## src/rtl/opsp_ram.sv

```systemverilog
// Generic single-port synchronous RAM with a registered read port.
// Depends on nothing.
module opsp_ram #(
  parameter int WIDTH = 8,
  parameter int DEPTH = 16
) (
  input  logic                     clk,
  input  logic                     we,
  input  logic                     re,
  input  logic [$clog2(DEPTH)-1:0] addr,
  input  logic [WIDTH-1:0]         wdata,
  output logic [WIDTH-1:0]         rdata
);

  logic [WIDTH-1:0] mem [DEPTH];

  // Write port and registered read; read data holds while re is low.
  always_ff @(posedge clk) begin
    if (we) begin
      mem[addr] <= wdata;
    end
    if (re) begin
      rdata <= mem[addr];
    end
  end

endmodule
```

## config.mk

```make
export PLATFORM = sky130hd
export DESIGN_NAME = opsp_ram
export DESIGN_NICKNAME = d
export VERILOG_FILES = /design/src/rtl/opsp_ram.sv
export SDC_FILE = /design/constraint.sdc
export NUM_CORES = 1
export LEC_CHECK = 0
export BUFFER_PORTS_ARGS = -buffer_cell sky130_fd_sc_hd__buf_2
export CELL_PAD_IN_SITES_DETAIL_PLACEMENT = 2
export CELL_PAD_IN_SITES_GLOBAL_PLACEMENT = 2
export CORE_MARGIN = 2
export CORE_UTILIZATION = 45
export CTS_CLUSTER_SIZE = 10
export DETAILED_ROUTE_END_ITERATION = 8
export GPL_ROUTABILITY_DRIVEN = 0
export HOLD_SLACK_MARGIN = 0.15
export PLACE_DENSITY = 0.7
export SYNTH_ARGS = -nofsm -noshare
export SYNTH_HDL_FRONTEND = slang
export SYNTH_SLANG_ARGS = --single-unit
```

## constraint.sdc

```tcl
create_clock -name clk -period 2.05 [get_ports clk]
set_input_delay 0.205 -clock clk [delete_from_list [all_inputs] [get_ports clk]]
set_output_delay 0.205 -clock clk [all_outputs]
set_load 0.005 [all_outputs]
```

# Yosys cells after proc, flatten, opt, wreduce, memory -nomap -nowiden
# Memories as Yosys holds them, arrays and structs flattened. A register that Yosys moved wholly into a read port is not among the register bits.
# Index checks and enable logic that the tools add are counted.
# W data, S select, Z words.
dict set report op_classes {
  add_sub_neg 0
  n_mul 0
  div 0
  magnitude_cmp 0
  eq_ne 0
  shifts 0
  mux 2
  n_bitwise 0
  reduce_logical 0
}
# operator n
set ops {}
lappend ops {{$mux W1} 2}
dict set report word_totals {
  regBits 0
  latch_bits 0
  ram_bits 128
  rom_bits 0
  input_bits 15
  output_inout_bits 8
  wordCells 3
  memories 1
}
# name depth width read_ports rd_ports_with_merged_regs wr line_no
set mem_list {}
lappend mem_list {mem 16 8 1 1 1 15} ;# logic [WIDTH-1:0] mem [DEPTH];

# Depth between registers and ports, before layout
# Gate-level depths: netlist of run 1.
dict set report depth {
  depth_word 2
  depth_mapped 5
}

# Least setup slack after synthesis of run 1
# No wires, ideal clock.
dict set report synth_path {
  kind {input to register}
  from {in addr[2]}
  to {mem mem[0][0] (enable)}
  arrival_ps 1315
  t_required_ps 1667
  setup_slack_ps 352
  cell_stages 2
  n_path_buf 0
  path_cell_list {or3b_2 nor3_1}
}
# item line_no
set synth_rtl {}
lappend synth_rtl {{start, declared} 10} ;# input logic [$clog2(DEPTH)-1:0] addr,
lappend synth_rtl {{end, declared} 15}
# No word-level cell before the write port.

==> summary.txt, run 1 <==
Detailed routing
  • Top sig layer: met4
  • DRT antenna net count: 0
  • Remaining DRCs: 0
  • Routed wire per std cell: 32.6 um
  • Vias: 2653
  • Met2 wire len: 7.60 mm
  • Vias per std cell: 5.98
  • WL met3: 537 um
  • Met1 Wirelength: 6.06 mm
  • Final wirelength: 14.5 mm
  • Iteration-0 DRC Markers: 214
  • Initial DRT Pass Iterations: 4

Clocking
  • Max H-tree Level: 4
  • TritonCTS Sinks: 136
  • Num CTS Buffers: 17
  • Max Root-Sink Buffers: 2
  • CTS tree: built
  • CTS resizes: 0
  • Hold_buf cts: 0
  • Reg clk slew, reported paths: 0.06 ns
  • Post-CTS Setup Bufs: 0
  • Worst-Skew Late Latency: 0.42 ns
  • Clk root buf: clkbuf_16

Final layout
  • Share of layout cells above drive strength 1: 0.372
  • Area grow syn2layout: 20.1%
  • Antenna Cells: 0
  • Nets: 305
  • Final Non-Filler Cells: 444

Synth
  • #FFs+latches synth: 136
  • Syn_area_per_cell: 22.4 um2
  • Post-synthesis net count: 245
  • Mapped Area: 5150 um2
  • Synth top area cells: edfxtp_1, mux4_2, a22oi_1, nor2_1, nand2_1
  • Async S/R FF share, synth: 0
  • Top cells by count, synth: edfxtp_1, mux4_2, a22oi_1
  • EDFF count, synth: 136
  • Synth cell types: 17
  • Post-synth top area share: 0.793
  • Ys Warns: 0
  • Prevailing post-synth register cell: edfxtp_1
  • Most frequent cell after synthesis: edfxtp_1
  • Yosys top cell by area: edfxtp_1
  • Register area share after synthesis: 0.793
  • Mapped Cells: 230

Flow run
  • Max-cap viol count: 0

Setup path
  • CP Launch Type: flop
  • Crit path DAT: 1.89 ns
  • CP max FO: 1
  • CP endpoint kind: flop
  • Setup CP Type: reg2reg
  • Req. time, crit path: 2.20 ns

Power and ir drop
  • Power Total: 6400 uW
  • Pleak: 0.00207 uW
  • PwrDens: 1040 nW/um2
  • IR drop worst, VDD: 0.721 mV

Timing
  • Fmax: 574 MHz
  • Period utilization: 0.850
  • Max-slew violation count: 0
  • Setup_tns: 0 ns
  • RSZ-0062 raised after global routing: no
  • Max-slew headroom: 0.419
  • Final Hold Vio Count: 0
  • Worst-Margin Slew: 0.870 ns
  • Layout Skew: 0.00681 ns
  • Final setup vio count: 0
  • Final worst path period need: 1.74 ns

Global routing
  • Largest net degree at the start of global routing: 31
  • Antenna violations before repair: 0
  • First-pass GRT wire length: 21.2 mm
  • Vias in the first global route: 2930
  • All-layer global routing usage: 0.253
  • Remaining Overflow, GRT: 0

Floorplan
  • Chip width: 111 um
  • Standard-cell row count: 39
  • I/O pins: 23
  • Core region area: 11300 um2
  • Die height: 111 um
  • Die ar.: 12300 um2
  • Initial Util: 0.457

Placed design
  • DP Cell Count: 414
  • Port bufs: 22
  • Post-detail-place hpwl: 8.34 mm

Outcome
  • Run status: complete, no violations

Worst hold path
  • Hold Crit Class: in2reg
-- path summary, 6_finish.rpt --
path,to,slack (ns),cells past startpoint,start
worst max-delay path,rdata[7]$_DFFE_PP_,0.31,3,mem[3][7]$_DFFE_PP_
worst min-delay path,rdata[1]$_DFFE_PP_,0.19,1,re
worst max register to register,rdata[7]$_DFFE_PP_,0.31,3,mem[3][7]$_DFFE_PP_
worst min register to register,rdata[2]$_DFFE_PP_,0.78,3,mem[15][2]$_DFFE_PP_
-- layout by cell type, fill, tap and decap left out, drive strengths merged, types with 4 or more instances in the layout --
cell | synthesis | routed
clkinv | 0 | 7
clkbuf | 3 | 19
nor2 | 13 | 13
nand2 | 9 | 9
nor3 | 4 | 4
a22oi | 16 | 16
edfxtp | 136 | 136
mux4 | 32 | 32
buf | 8 | 52
-- cells by family after synthesis --
logic type | after synthesis | share of synthesized area
DFF | 136 | 0.793
AOI/OAI and AO/OA | 16 | 0.0233
muxes | 32 | 0.140
buffers and inverters | 11 | 0.0117
and+or+nand+nor | 35 | 0.0316
-- through the flow --
stage               hold WS, ns  cell area [um2]  worst slack, ns   util
floorplan                 0.304             5150            0.352      -
global placement          0.589             5640            0.277  0.500
detailed placement        0.608             5640            0.243  0.500
CTS                       0.173             6180            0.317  0.548
global route              0.176             6180            0.328  0.548
finish                    0.194             6180            0.308  0.548
-- layer usage --
layer | global-route usage | vias up
met2 | 0.420 | 84
li1 | - | 1090
met3 | 0.0569 | 22
met4 | 0.0875 | 0
met1 | 0.332 | 1457
met5 | 0 | -
-- final cells by class --
type | instances | area, um2
flip-flops and latches | 136 | 4080
multi-input cells | 83 | 1000
repair buffers | 52 | 373
fillers | 928 | 5090
clock inverters | 11 | 109
clock buffers | 19 | 433
well taps | 143 | 179
-- power breakdown --
| group | leakage, uW | switching, uW | total, uW | internal (uW) |
|---|---|---|---|---|
| combinational | 0.000570 | 196 | 327 | 131 |
| clock | 0.000265 | 1150 | 2910 | 1760 |
| sequential | 0.00124 | 28.8 | 3160 | 3140 |
| total | 0.00207 | 1380 | 6400 | 5020 |
-- state kept, by name, indices dropped and copies added (netlist names) --
register and count:
mem 128, rdata 8
-- worst max-delay path, cell delays in order, from the launching register on --
cell	delay, ns
edfxtp_1	0.40
mux4_2	0.49
a22oi_1	0.45
nand2_1	0.14
No activity file was read; power rests on OpenSTA's default activity.
==> run 2: changes to the inputs <==
- ABC_AREA: default -> 1
- CORE_UTILIZATION: 45 -> 36
- clock period: 2.05 -> 1.5 ns (I/O delays scaled with it)
==> summary.txt, run 2 <==
Power and ir drop
  • Power Total: 8800 uW (+38%)
  • IR drop worst, VDD: 0.896 mV (+24%)
  • PwrDens: 1300 nW/um2 (+25%)
  • Pleak: 0.00290 uW (+40%)

Timing
  • Final Hold Vio Count: 0 (unchanged)
  • Final worst path period need: 1.22 ns (-0.524 ns)
  • Max-slew violation count: 0 (unchanged)
  • Worst Hold Margin: 0.178 ns (-0.0161 ns)
  • Layout Skew: 0.00804 ns (+0.00123 ns)
  • Worst-Margin Slew: 0.466 ns (-0.403 ns)
  • Final setup vio count: 0 (unchanged)
  • Setup slack after layout: 0.282 ns (-0.0263 ns)
  • RSZ-0062 raised after global routing: no
  • Fmax: 821 MHz (+43%)
  • Max-slew headroom: 0.689 (+0.270)
  • Period utilization: 0.812 (-0.0375)

Clocking
  • Post-CTS Setup Bufs: 0 (unchanged)
  • Clk root buf: clkbuf_16
  • Worst-Skew Late Latency: 0.42 ns (about the same)
  • TritonCTS Sinks: 136 (unchanged)
  • Max Root-Sink Buffers: 2 (unchanged)
  • CTS tree: built
  • Reg clk slew, reported paths: 0.06 ns (about the same)
  • Num CTS Buffers: 17 (unchanged)
  • Max H-tree Level: 4 (unchanged)

Setup path
  • Setup CP Type: reg2reg
  • Req. time, crit path: 1.67 ns (-0.53 ns)
  • Worst R2R Setup Slack: 0.28 ns (-0.03 ns)
  • CP Launch Type: flop
  • Crit path DAT: 1.39 ns (-0.50 ns)
  • CP max FO: 1 (unchanged)
  • CP endpoint kind: flop
  • R2R Path Start: mem[1][5]$_DFFE_PP_
  • R2R Path End: rdata[5]$_DFFE_PP_
  • R2r worst-path depth: 8 (+5)

Synth
  • EDFF count, synth: 136 (unchanged)
  • #FFs+latches synth: 136 (unchanged)
  • Post-Synth XOR/XNOR Area: 0 (unchanged)
  • Fraction of synthesized area in multiplexers: 0 (-0.140)
  • Ys Warns: 0 (unchanged)
  • Syn_area_per_cell: 10.4 um2 (-54%)
  • Top cells by count, synth: nand2_1, edfxtp_1, inv_1
  • Mapped Cells: 548 (+140%)
  • Most frequent cell after synthesis: nand2_1
  • Mapped Area: 5670 um2 (+10%)
  • Post-synthesis net count: 563 (+130%)
  • Synth top area cells: edfxtp_1, nand2_1, inv_1, nor2_1, buf_2
  • Register area share after synthesis: 0.720 (-0.0735)
  • Async S/R FF share, synth: 0 (unchanged)
  • Synth Area in Simple Gates: 0.244 (+0.213)
  • Synth cell types: 10 (-7)
  • Yosys top cell by area: edfxtp_1
  • Adder-cell share of the synthesized area: 0 (unchanged)
  • Prevailing post-synth register cell: edfxtp_1
  • Largest family of logic cells by synthesized area: simple AND/OR/NAND/NOR gates
  • Synth Area in Compound Gates: 0 (-0.0233)
  • Post-synth top area share: 0.720 (-0.0735)

Floorplan
  • Core region area: 15300 um2 (+36%)
  • I/O pins: 23 (unchanged)
  • Standard-cell row count: 45 (+15%)
  • Initial Util: 0.370 (-0.0862)
  • Chip width: 130 um (+17%)
  • Die ar.: 16800 um2 (+36%)
  • Die height: 130 um (+17%)

Global routing
  • Grt met1 use: 0.263 (-0.0685)
  • All-layer global routing usage: 0.212 (-0.0408)
  • Vias in the first global route: 4428 (+51%)
  • GR Util met3: 0.0409 (-0.0160)
  • Largest net degree at the start of global routing: 32 (+3.2%)
  • Antenna violations before repair: 1 (+1)
  • Most Crowded Layer GR: met2
  • Remaining Overflow, GRT: 0 (unchanged)
  • GRT met2 Usage: 0.372 (-0.0486)
  • First-pass GRT wire length: 25.3 mm (+19%)

Final layout
  • Commonest non-fill, non-tap cell in the layout: nand2_1
  • Number of fill cells: 1630 (+76%)
  • Nets: 619 (+100%)
  • Max reg flops: 128 (unchanged)
  • Top reg by flops: mem
  • Area grow syn2layout: 19.6%
  • Top Registers: mem (128), rdata (8)
  • Share of layout cells above drive strength 1: 0.135 (-0.237)
  • Reg area: 4080 um2 (unchanged)
  • Most frequent cells in the layout: nand2_1, edfxtp_1, buf_4, buf_2, inv_1
  • Antenna Cells: 0 (unchanged)
  • Multi-input logic area: 1390 um2 (+38%)

Placed design
  • Post-detail-place hpwl: 10.8 mm (+29%)
  • Pre-CTS WS: 0.0526 ns (-0.190 ns)
  • Port bufs: 22 (unchanged)

Detailed routing
  • Remaining DRCs: 0 (unchanged)
  • DRT antenna net count: 0 (unchanged)
  • Final wirelength: 16.1 mm (+12%)
  • Vias per std cell: 4.76 (-20%)
  • Initial DRT Pass Iterations: 4 (unchanged)
  • Iteration-0 DRC Markers: 204 (-4.7%)
  • Vias: 3940 (+49%)
  • Routed wire per std cell: 19.5 um (-40%)

Worst hold path
  • Hold Crit Class: in2reg
  • Hold path endpoint: mem[12][0]$_DFFE_PP_
  • Worst Hold Depth: 1 (unchanged)
  • Worst Min Path Start: wdata[0]

Outcome
  • Run status: complete, no violations

Flow run
  • Max-cap viol count: 0 (unchanged)
[run 2: cell types whose count changed after synthesis, moves of 3 or more]
cell,previous run,this run
a22oi_1,16,0
buf_1,4,0
buf_2,2,12
buf_4,0,6
inv_1,0,21
mux4_2,32,0
nand2_1,9,346
nand3_1,1,4
nor2_1,13,18
nor3_1,4,0
[run 2: worst max-delay path: stages (launching register included)]
cell      delay, ns
edfxtp_1       0.36
nand2_1        0.08
nand2_1        0.07
nand2_1        0.09
nand2_1        0.10
nand2_1        0.08
nand2_1        0.08
inv_1          0.07
nand2_1        0.05
[run 2: per-layer routing]
layer / wire (um) / part of all wire
met5: 0 / 0
met1: 7040 / 0.44
met3: 526 / 0.033
met2: 8370 / 0.52
met4: 212 / 0.013
[run 2: worst max path at each step]
stage               depth (start not counted)                start                   to
finish                                      8  mem[1][5]$_DFFE_PP_   rdata[5]$_DFFE_PP_
global route                                8  mem[8][7]$_DFFE_PP_   rdata[7]$_DFFE_PP_
floorplan                                   4              addr[1]  mem[3][0]$_DFFE_PP_
CTS                                         8  mem[6][0]$_DFFE_PP_   rdata[0]$_DFFE_PP_
detailed placement                         11              addr[0]   rdata[5]$_DFFE_PP_
global placement                            6              addr[0]  mem[4][0]$_DFFE_PP_
[run 2: cells by family after synthesis]
kind of cell / count (synthesis)
AND/OR/NAND/NOR: 368
buffers and inverters: 44
flip-flops: 136
[run 2: what timing repair did]
item | CTS | global route
hold endpoints to repair | 8 | 0
gates resized for setup | 0 | 0
hold buffers | 1 | 0
[run 2: stage by stage]
stage	utilization	cells	setup TNS (ns)	cell area (um2)
final	0.443	827	0	6790
after global routing	0.443	827	0	6790
after CTS	0.443	827	0	6790
after detailed placement	0.407	795	0	6230
after global placement	0.407	795	0	6230
after floorplan	-	548	-1.09	5670
[run 2: area by class of cell]
class	instances	area share
well taps	211	0.0389
multi-input cells	368	0.204
repair buffers	58	0.0620
flip-flops and latches	136	0.602
inverters	23	0.0127
clock inverters	11	0.0159
clock buffers	20	0.0644
[run 2: power by group]
part / switching, uW / internal [uW] / total, uW
combinational: 416 / 171 / 587
clock: 1490 / 2400 / 3900
sequential: 26.2 / 4280 / 4310
